[src/rtl/drnm_pkg.sv]
package drnm_pkg;

  localparam int EtaW  = 14;
  localparam int PhiW  = 13;
  localparam int PtW   = 16;
  localparam int DrW   = 13;
  localparam int DistW = 34;
  localparam int PosW  = 6;
  localparam int SqW   = 29;
  localparam int LimW  = 26;
  localparam int CfgAW = 3;
  localparam int CfgDW = 16;

  localparam logic signed [PhiW:0] PHI_PI     = 14'sd3217;
  localparam logic signed [PhiW:0] PHI_TWO_PI = 14'sd6434;
  localparam logic [DrW:0]         DR_ONE     = 14'd1024;
  localparam logic [PtW:0]         PT_ONE     = 17'd16;
  localparam logic [DistW-1:0]     DR_START_SQ = 34'd10485760000;

  localparam logic [CfgAW-1:0] REG_REF_ETA   = 3'd0;
  localparam logic [CfgAW-1:0] REG_REF_PHI   = 3'd1;
  localparam logic [CfgAW-1:0] REG_REF_PT    = 3'd2;
  localparam logic [CfgAW-1:0] REG_DR_LIMIT  = 3'd3;
  localparam logic [CfgAW-1:0] REG_DPT_LIMIT = 3'd4;
  localparam logic [CfgAW-1:0] REG_PT_MODE   = 3'd5;

  localparam logic [DrW-1:0] DR_LIMIT_RST  = 13'd410;
  localparam logic [PtW-1:0] DPT_LIMIT_RST = 16'd65535;

endpackage

[src/rtl/delta_r_nearest_match.sv]
// A final or absent request yields its result in out_tdata after passing through the input
// register, squares register and result register.
// Throughput: one candidate per cycle unless a final or absent request is held; the running-minimum
// compare is combinational. Non-final candidates keep flowing while a result waits on out_tready.
// Reset: rst_n is synchronous, active low; it clears the list state and loads register defaults.
module delta_r_nearest_match #(
  parameter int MAX_CANDS = 64
) (
  input  logic                           clk,
  input  logic                           rst_n,
  input  logic                           in_tvalid,
  output logic                           in_tready,
  input  logic [47:0]                    in_tdata,   // cand_eta[13:0], cand_phi[26:14], cand_pt[42:27]
  input  logic                           in_tlast,
  input  logic                           in_tuser,   // absent
  output logic                           out_tvalid,
  input  logic                           out_tready,
  output logic [39:0]                    out_tdata,  // match_index[5:0], best_dr_sq[39:6]
  output logic                           out_tuser,  // matched
  input  logic                           cfg_we,
  input  logic [drnm_pkg::CfgAW-1:0]     cfg_addr,
  input  logic [drnm_pkg::CfgDW-1:0]     cfg_wdata
);
  import drnm_pkg::*;

  localparam int CntW = $clog2(MAX_CANDS + 1);

  // configuration
  logic signed [EtaW-1:0] ref_eta_r;
  logic signed [PhiW-1:0] ref_phi_r;
  logic [PtW-1:0]         ref_pt_r;
  logic [DrW-1:0]         dr_limit_r;
  logic [PtW-1:0]         dpt_limit_r;
  logic                   pt_mode_r;
  logic [DistW-1:0]       start_dist_r;
  logic [PtW:0]           start_pt_r;
  logic [LimW-1:0]        lim_sq_r;
  logic [DrW:0]           dr_start;

  // pipeline
  logic                   s1_v_r, s1_last_r, s1_absent_r;
  logic signed [EtaW-1:0] s1_eta_r;
  logic signed [PhiW-1:0] s1_phi_r;
  logic [PtW-1:0]         s1_pt_r;
  logic                   s2_v_r, s2_last_r, s2_absent_r;
  logic [SqW-1:0]         s2_d2_r;
  logic [PtW-1:0]         s2_dpt_r;

  // list state
  logic [DistW-1:0]       best_dist_r, best_dist_nxt;
  logic [PtW:0]           best_pt_r, best_pt_nxt;
  logic [PosW-1:0]        best_pos_r, best_pos_nxt;
  logic                   found_r, found_nxt;
  logic [CntW-1:0]        item_cnt_r;

  logic                   out_valid_r, out_matched_r;
  logic [PosW-1:0]        out_index_r;
  logic [DistW-1:0]       out_dr_r;

  logic                   in_fire, ready2, fire2, s2_res, out_free;
  logic signed [EtaW:0]   deta;
  logic signed [PhiW:0]   dphi_raw, dphi;
  logic [EtaW-1:0]        ae;
  logic [11:0]            ap;
  logic [2*EtaW-1:0]      sq_e;
  logic [23:0]            sq_p;
  logic [SqW-1:0]         d2;
  logic [PtW-1:0]         dpt;
  logic                   cnt_zero, in_range, better, ok;
  logic [DistW-1:0]       cur_best;
  logic [PtW:0]           cur_pt;
  logic [PosW-1:0]        cur_pos;
  logic                   cur_found;

  // handshake
  assign out_free  = !out_valid_r || out_tready;
  assign s2_res    = s2_last_r || s2_absent_r;
  assign fire2     = s2_v_r && (!s2_res || out_free);
  assign ready2    = !s2_v_r || fire2;
  assign in_tready = !s1_v_r || ready2;
  assign in_fire   = in_tvalid && in_tready;

  // configuration registers
  always_ff @(posedge clk) begin
    if (!rst_n) begin
      ref_eta_r   <= '0;
      ref_phi_r   <= '0;
      ref_pt_r    <= '0;
      dr_limit_r  <= DR_LIMIT_RST;
      dpt_limit_r <= DPT_LIMIT_RST;
      pt_mode_r   <= 1'b0;
    end else if (cfg_we) begin
      case (cfg_addr)
        REG_REF_ETA:   ref_eta_r   <= cfg_wdata[EtaW-1:0];
        REG_REF_PHI:   ref_phi_r   <= cfg_wdata[PhiW-1:0];
        REG_REF_PT:    ref_pt_r    <= cfg_wdata[PtW-1:0];
        REG_DR_LIMIT:  dr_limit_r  <= cfg_wdata[DrW-1:0];
        REG_DPT_LIMIT: dpt_limit_r <= cfg_wdata[PtW-1:0];
        REG_PT_MODE:   pt_mode_r   <= cfg_wdata[0];
        default: ;
      endcase
    end
  end

  // derived limits, refreshed every cycle from the registers
  assign dr_start = {1'b0, dr_limit_r} + DR_ONE;

  always_ff @(posedge clk) begin
    if (!rst_n) begin
      start_dist_r <= DR_START_SQ;
      start_pt_r   <= {1'b0, DPT_LIMIT_RST} + PT_ONE;
      lim_sq_r     <= LimW'({13'd0, DR_LIMIT_RST} * {13'd0, DR_LIMIT_RST});
    end else begin
      start_dist_r <= pt_mode_r ? DistW'({14'd0, dr_start} * {14'd0, dr_start}) : DR_START_SQ;
      start_pt_r   <= {1'b0, dpt_limit_r} + PT_ONE;
      lim_sq_r     <= LimW'({13'd0, dr_limit_r} * {13'd0, dr_limit_r});
    end
  end

  // stage 1: input register
  always_ff @(posedge clk) begin
    if (!rst_n) begin
      s1_v_r <= 1'b0;
    end else if (in_tready) begin
      s1_v_r <= in_tvalid;
    end
  end

  always_ff @(posedge clk) begin
    if (in_fire) begin
      s1_eta_r    <= in_tdata[13:0];
      s1_phi_r    <= in_tdata[26:14];
      s1_pt_r     <= in_tdata[42:27];
      s1_last_r   <= in_tlast;
      s1_absent_r <= in_tuser;
    end
  end

  // distance terms
  always_comb begin
    deta     = (EtaW+1)'(s1_eta_r) - (EtaW+1)'(ref_eta_r);
    dphi_raw = (PhiW+1)'(s1_phi_r) - (PhiW+1)'(ref_phi_r);
    if (dphi_raw > PHI_PI) begin
      dphi = dphi_raw - PHI_TWO_PI;
    end else if (dphi_raw < -PHI_PI) begin
      dphi = dphi_raw + PHI_TWO_PI;
    end else begin
      dphi = dphi_raw;
    end
    ae   = deta[EtaW] ? EtaW'(-deta) : EtaW'(deta);
    ap   = dphi[PhiW] ? 12'(-dphi) : 12'(dphi);
    sq_e = ae * ae;
    sq_p = ap * ap;
    d2   = SqW'(sq_e) + SqW'(sq_p);
    dpt  = (s1_pt_r > ref_pt_r) ? (s1_pt_r - ref_pt_r) : (ref_pt_r - s1_pt_r);
  end

  // stage 2: squares register
  always_ff @(posedge clk) begin
    if (!rst_n) begin
      s2_v_r <= 1'b0;
    end else if (ready2) begin
      s2_v_r <= s1_v_r;
    end
  end

  always_ff @(posedge clk) begin
    if (ready2 && s1_v_r) begin
      s2_d2_r     <= d2;
      s2_dpt_r    <= dpt;
      s2_last_r   <= s1_last_r;
      s2_absent_r <= s1_absent_r;
    end
  end

  // running minimum; a list starts from the limits in force at its first candidate
  always_comb begin
    cnt_zero  = (item_cnt_r == '0);
    in_range  = (item_cnt_r < CntW'(MAX_CANDS));
    cur_best  = cnt_zero ? start_dist_r : best_dist_r;
    cur_pt    = cnt_zero ? start_pt_r : best_pt_r;
    cur_pos   = cnt_zero ? '0 : best_pos_r;
    cur_found = cnt_zero ? 1'b0 : found_r;
    better    = in_range && (DistW'(s2_d2_r) < cur_best) &&
                (!pt_mode_r || ({1'b0, s2_dpt_r} < cur_pt));
    best_dist_nxt = better ? DistW'(s2_d2_r) : cur_best;
    best_pt_nxt   = (better && pt_mode_r) ? {1'b0, s2_dpt_r} : cur_pt;
    best_pos_nxt  = better ? PosW'(item_cnt_r) : cur_pos;
    found_nxt     = cur_found || better;
    ok = found_nxt && (best_dist_nxt < DistW'(lim_sq_r)) &&
         (!pt_mode_r || (best_pt_nxt < {1'b0, dpt_limit_r}));
  end

  always_ff @(posedge clk) begin
    if (!rst_n) begin
      item_cnt_r <= '0;
      found_r    <= 1'b0;
    end else if (fire2) begin
      if (s2_res) begin
        item_cnt_r <= '0;
        found_r    <= 1'b0;
      end else begin
        item_cnt_r <= in_range ? item_cnt_r + 1'b1 : item_cnt_r;
        found_r    <= found_nxt;
      end
    end
  end

  always_ff @(posedge clk) begin
    if (fire2) begin
      best_dist_r <= best_dist_nxt;
      best_pt_r   <= best_pt_nxt;
      best_pos_r  <= best_pos_nxt;
    end
  end

  // result register
  always_ff @(posedge clk) begin
    if (!rst_n) begin
      out_valid_r <= 1'b0;
    end else if (fire2 && s2_res) begin
      out_valid_r <= 1'b1;
    end else if (out_tready) begin
      out_valid_r <= 1'b0;
    end
  end

  always_ff @(posedge clk) begin
    if (fire2 && s2_res) begin
      out_matched_r <= !s2_absent_r && ok;
      out_index_r   <= (!s2_absent_r && ok) ? best_pos_nxt : '0;
      out_dr_r      <= (!s2_absent_r && ok) ? best_dist_nxt : '0;
    end
  end

  assign out_tvalid = out_valid_r;
  assign out_tuser  = out_matched_r;
  assign out_tdata  = {out_dr_r, out_index_r};

`ifndef SYNTHESIS
  a_nomatch_zero: assert property (@(posedge clk) disable iff (!rst_n)
    out_valid_r && !out_matched_r |-> (out_index_r == '0) && (out_dr_r == '0))
    else $error("unmatched result carries nonzero payload");

  a_match_in_limit: assert property (@(posedge clk) disable iff (!rst_n)
    out_valid_r && out_matched_r |-> out_dr_r < DistW'(lim_sq_r))
    else $error("matched result exceeds delta R limit");

  a_cnt_bound: assert property (@(posedge clk) disable iff (!rst_n)
    item_cnt_r <= CntW'(MAX_CANDS))
    else $error("candidate counter past saturation");

  a_list_cleared: assert property (@(posedge clk) disable iff (!rst_n)
    fire2 && s2_res |=> (item_cnt_r == '0) && !found_r)
    else $error("list state not cleared after final or absent request");
`endif

endmodule

[config.mk]
export PLATFORM = sky130hd
export DESIGN_NAME = delta_r_nearest_match
export DESIGN_NICKNAME = d
export VERILOG_FILES = /design/src/rtl/drnm_pkg.sv /design/src/rtl/delta_r_nearest_match.sv
export SDC_FILE = /design/constraint.sdc
export NUM_CORES = 2
export LEC_CHECK = 0
export BUFFER_PORTS_ARGS = -buffer_cell sky130_fd_sc_hd__buf_2
export CORE_MARGIN = 4
export CORE_UTILIZATION = 30
export DETAILED_ROUTE_END_ITERATION = 7
export GPL_TIMING_DRIVEN = 0
export SYNTH_ARGS = -nofsm -noshare
export SYNTH_HDL_FRONTEND = slang
export SYNTH_SLANG_ARGS = --single-unit
[constraint.sdc]
create_clock -name clk -period 14.5 [get_ports clk]
set_input_delay 2.9 -clock clk [delete_from_list [all_inputs] [get_ports clk]]
set_output_delay 2.9 -clock clk [all_outputs]
set_load 0.005 [all_outputs]
# Yosys cells after proc, flatten, opt, wreduce, memory -nomap -nowiden
# Cells that the tools add are included.
# Widths: inputs -> output; s select.
[op_classes]
div = 0
mux = 18
addsub = 12
n_eq_ne = 5
n_reduce_logical = 36
shift = 0
multipliers = 4
order_cmp = 8
bitwise = 0
[op_table]
columns = ["operator", "count"]
rows = [
  ["$mux 34", 3],
  ["$mul 14x14->28", 2],
  ["$mux 14", 3],
  ["$lt 29x34->1", 1],
  ["$lt 34x26->1", 1],
  ["$mux 17", 2],
  ["$sub 16x16->16", 2],
  ["$add 28x24->29", 1],
  ["$mul 13x13->26", 1],
  ["$mul 12x12->24", 1],
  ["$add 16x5->17 const B", 1],
  ["$lt 16x17->1", 1],
  ["$lt 17x16->1", 1],
  ["$gt 16x16->1", 1],
  ["$mux 16", 1],
  ["$reduce_and 2->1", 8],
  ["$sub 14x14->15", 1],
  ["$add 13x11->14 const B", 1],
  ["$add 14x14->14 const B", 1],
  ["$gt 14x13->1 const B", 1],
  ["$lt 14x13->1 const B", 1],
  ["$mux 7", 2],
  ["$neg 14->14", 1],
  ["$sub 13x13->14", 1],
  ["other kinds (16)", 44],
]
[word_totals]
mem_count = 0
ramBits = 0
in_bits = 74
rom_bits = 0
elab_cells = 113
latchBits = 0
output_inout_bits = 43
register_bits = 351

# Depth between registers and ports, before layout
[depth]
ltp_word = 11
depth_mapped = 45
mapped_depth_nobuf = 45

# Worst setup path before layout
# Ideal clock, no wire load.
[synth_timing]
kind = "reg2reg"
start = "register s1_phi_r[0]"
end = "register s2_d2_r[26], data pin"
n_path_buf = 1
synth_period_minus_slack_ns = 10.945
t_arrival_ns = 10.679
slack_ns = 3.555
setup_time_ns = 0.266
required_time_ns = 14.234
path_stages_with_launch = 45
cell_sequence = "edfxtp_1 > inv_1 > ha_1 > inv_1 > fa_1 > a211oi_1 > o21ai_0 > a221oi_1 > o21bai_1 > xor2_1 > nor2_1 > nor2_1 > nand2_1 > xnor2_1 > inv_1 > ha_1 > inv_1 > or4_4 > [9 not listed] > fa_1 > inv_1 > fa_1 > fa_1 > fa_1 > inv_1 > fa_1 > inv_1 > ha_1 > nand3_1 > nand2_1 > a41o_1 > o41ai_1 > o21ai_0 > o41ai_1 > o21ai_0 > o41ai_1 > xnor2_1"
[synth_between]
elab_chain_len = 8
word_cells_on_any_way = 11
classes_between = "5 x add/sub; 1 x mul; 2 x order compare; 3 x mux"
[synth_rtl]
columns = ["element", "line", "rtl"]
rows = [
  ["start: declaration", "delta_r_nearest_match.sv:43", "logic signed [PhiW-1:0] s1_phi_r;"],
  ["start signal: assignment", "delta_r_nearest_match.sv:132", "s1_phi_r <= in_tdata[26:14];"],
  ["$sub 13x13->14 *", "delta_r_nearest_match.sv:142", "dphi_raw = (PhiW+1)'(s1_phi_r) - (PhiW+1)'(ref_phi_r);"],
  ["$add 14x14->14 or $lt 14x13->1 (tied branches)", "delta_r_nearest_match.sv:146, delta_r_nearest_match.sv:145", ""],
  ["$mux 14", "delta_r_nearest_match.sv:145", "end else if (dphi_raw < -PHI_PI) begin"],
  ["$mux 14 *", "delta_r_nearest_match.sv:143", "if (dphi_raw > PHI_PI) begin"],
  ["$neg 12->12", "delta_r_nearest_match.sv:151", "ap = dphi[PhiW] ? 12'(-dphi) : 12'(dphi);"],
  ["$mux 12 *", "delta_r_nearest_match.sv:151", ""],
  ["$mul 12x12->24 *", "delta_r_nearest_match.sv:153", "sq_p = ap * ap;"],
  ["$add 28x24->29 *", "delta_r_nearest_match.sv:154", "d2 = SqW'(sq_e) + SqW'(sq_p);"],
  ["named net d2[26]", "delta_r_nearest_match.sv:67", "logic [SqW-1:0] d2;"],
  ["end signal: assignment", "delta_r_nearest_match.sv:169", "s2_d2_r <= d2;"],
  ["end: declaration", "delta_r_nearest_match.sv:46", "logic [SqW-1:0] s2_d2_r;"],
]
# Mark *: on every way through the listed nets, which the timed path passes. The rest lies on a longest branch.
# A chain may end at the register's enable or synchronous reset.

# Worst setup path in the final report
# Same ends and word-level chain as after synthesis.

==> qor.txt <==
ROUTING
----------------------------------------------------------------------------------------
Pre-Repair DR Iteration Count                                                          5
Routed wire length                                                             101000 um
Detailed-route vias per instance                                                    4.73
Residual DRC                                                                           0
Number of vias in the routed layout                                                27200
Antenna violation net count after detailed routing                                     0
WL/cell                                                                          17.5 um
Initial DRC count                                                                   1774

SYNTH
----------------------------------------------------------------------------------------
Library cell occupying the most area in the post-synthesis netlist                  fa_1
EDFF count, synth                                                                    190
Fraction of registers with async set/reset                                            0%
Leading cell type by number of instances after synthesis                           inv_1
Part of the Yosys area used for sequential elements                                23.3%
Top FF cell, synth                                                              edfxtp_1
Count of distinct cell types in the synthesized netlist                               87
Leading cell types by count after synthesis                                 inv_1 (705), fa_1 (459), ha_1 (431)
Combined area of all synthesized cells                                         37600 um2
Synthesis Warnings                                                                     0
Flop and latch count out of synthesis                                                344
Proportion of netlist area held by the largest area contributor                    24.4%
Leading cell types by total area after synthesis                            fa_1 (24%), edfxtp_1 (15%), ha_1 (14%)
Average cell area after synthesis                                               9.62 um2
Number of instances in the synthesized netlist                                      3912

FINAL LAYOUT
----------------------------------------------------------------------------------------
Number of nets in the finished design                                               5043
Layout overhead on the synthesized area                                            11.3%
Final core occ                                                                     33.8%
Count of inserted antenna diode cells                                                  0
Share of post-route cells with drive strength above 1                              6.32%
Final non-filler cell total                                                         5750

CRITICAL PATH
----------------------------------------------------------------------------------------
WP data required                                                                14830 ps
CP endpoint kind                                                                register
Setup slack of the most critical reg-to-reg path                                 1310 ps
Arrival time reported for the critical path endpoint                            13510 ps
Setup CP Type                                                                    reg2reg
Critical Path Source                                                         s1_phi_r[0]
Critical register-to-register path startpoint                                s1_phi_r[0]
Kind of launch point of the worst setup path                                    register
Most used cell, CP                                                                 inv_1
CP Buf/Inv Count                                                                       8
CP max stage cell                                                               a211oi_2
Slowest stage delay, CP                                                           680 ps
Category of cells accounting for the largest share of critical-path delay   compound AO/OA/AOI/OAI gates
Highest net fanout along the worst path                                               10

FLOORPLANNING
----------------------------------------------------------------------------------------
Die area                                                                      131000 um2
Die H                                                                             362 um
Die width                                                                         362 um
Top Ports                                                                            117
Cell row count                                                                       129
Core box area                                                                 124000 um2
Effective utilization at floorplan                                                 30.3%

HOLD PATH
----------------------------------------------------------------------------------------
Worst Hold Launch                                                           dpt_limit_r[3]
Hold WC Path Type                                                                reg2reg

PLACEMENT
----------------------------------------------------------------------------------------
Final weighted congestion of routability-driven global placement                   0.877
Dpl cells                                                                           5672
Detailed placer's ending HPWL                                                   84400 um
Number of buffer cells added on primary ports                                        110

GRT
----------------------------------------------------------------------------------------
Maximum number of pins on one net before global-route repair                          43
Overflow left after global routing                                                     0
Number of global-route vias before repair                                          28700
Total routing usage reported by global routing                                     15.5%
Antenna violations before repair                                                       6
Wire length of the first global-routing pass                                   160000 um

TIMING
----------------------------------------------------------------------------------------
Relative max-transition margin                                                     12.2%
Measured slew at the worst slew-check pin                                        1300 ps
Final hold viol count                                                                  0
Skew final                                                                       16.2 ps
Unrepaired setup endpoints after global routing                                       no
F_max                                                                           75.8 MHz
Final Max Slew Viols                                                                   0
Final setup violation count                                                            0
Final critical-path share of the clock period                                      91.0%
Total negative slack for setup checks                                               0 ps
Min Tclk post-route                                                             13190 ps

CLOCK TREE
----------------------------------------------------------------------------------------
Clock tree from TritonCTS                                                           done
Hold_buf cts                                                                           0
CTS Root Buffer Type                                                           clkbuf_16
Post-CTS Resized                                                                       0
Clock buffer count from CTS                                                           42
Clock insertion delay at the later pin of the skew report                         610 ps
Setup bufs post-CTS                                                                    0
Sink count of the clock tree                                                         344
Clk pin slew, worst setup/hold paths                                               60 ps
Maximum level of the CTS H-tree                                                        2
Clock tree buffer depth                                                                3

OUTCOME
----------------------------------------------------------------------------------------
Outcome                                                                     finished, final reports clean

FLOW RUN
----------------------------------------------------------------------------------------
Total of max-cap violations                                                            0

==> area by class of cell <==
| type | count | area [um2] |
|---|---|---|
| fill | 12600 | 82200 |
| multi-input combinational | 2747 | 25800 |
| sequential | 344 | 8790 |
| inverter | 716 | 2690 |
| tap | 1637 | 2050 |
| clock buffer | 49 | 1130 |
| timing repair buffer | 115 | 666 |
| buffer | 113 | 429 |
| clock inverter | 29 | 359 |
==> layout by cell type (no fill, tap or decap), types with 53 or more instances in the layout <==
cell / count
o21ai_0: 93
buf_2: 114
inv_1: 704
and2_1: 106
a21boi_0: 66
edfxtp_1: 190
clkbuf_1: 106
mux2i_1: 80
ha_1: 431
xor2_1: 56
fa_1: 459
dfxtp_1: 154
xnor2_1: 95
nor2_1: 261
nor2b_1: 58
a21o_1: 77
nand3_1: 53
nand2_1: 311
a21oi_1: 128
==> flip-flops by register name, indices dropped and copies added (netlist names), 6 cells and up <==
register	cells
s1_phi_r	13
best_pos_r	6
best_pt_r	17
ref_phi_r	13
dpt_limit_r	16
lim_sq_r	25
start_pt_r	17
ref_eta_r	14
ref_pt_r	16
s1_pt_r	16
dr_limit_r	13
best_dist_r	34
s1_eta_r	14
out_index_r	6
s2_dpt_r	16
s2_d2_r	29
item_cnt_r	7
out_dr_r	34
start_dist_r	28
==> routing by layer <==
metal / routed length, um / part of all wire [%] / track usage, % / vias up
li1: - / - / - / 13100
met1: 45400 / 45 / 20.7 / 13400
met2: 47700 / 47 / 26.5 / 596
met3: 5480 / 5.4 / 2.43 / 125
met4: 2180 / 2.2 / 3.44 / 0
met5: 0 / 0 / 0 / -
==> stage by stage <==
stage / hold slack, ps / setup WS, ps / instance area [um2]
CTS: 454 / 1380 / 41900
finish: 449 / 1310 / 41900
global placement: 438 / 1510 / 40300
floorplan: 400 / 3550 / 37700
detailed placement: 432 / 1410 / 40400
global route: 476 / 551 / 41900
==> cells by family (layout without fill, tap and decap cells) <==
logic type               Yosys count  after routing  share of synthesized area [%]
AO/OA/AOI/OAI                    556            556                           10.0
adder cells (fa/ha/maj)          890            890                           38.7
flip-flops                       344            344                           23.3
other                              1              9                        0.00996
buffers and inverters            829           1022                           8.28
AND/OR/NAND/NOR                 1051           1051                           13.6
multiplexers                      86             86                           2.31
XOR/XNOR                         155            155                           3.69
==> worst min-delay path, stage by stage (launching register included) <==
cell	delay, ps
dfxtp_1	300
inv_1	60
nand2_1	60
==> path summary, 6_finish.rpt <==
path                        end  depth (start not counted)
setup reg to reg    s2_d2_r[26]                         43
setup / recovery    s2_d2_r[26]                         43
hold / removal    start_pt_r[3]                          2
hold reg to reg   start_pt_r[3]                          2
Power is left out: the tool's default activity adds up to more than one toggle a clock period on the data nets, which glitch-free logic cannot reach.
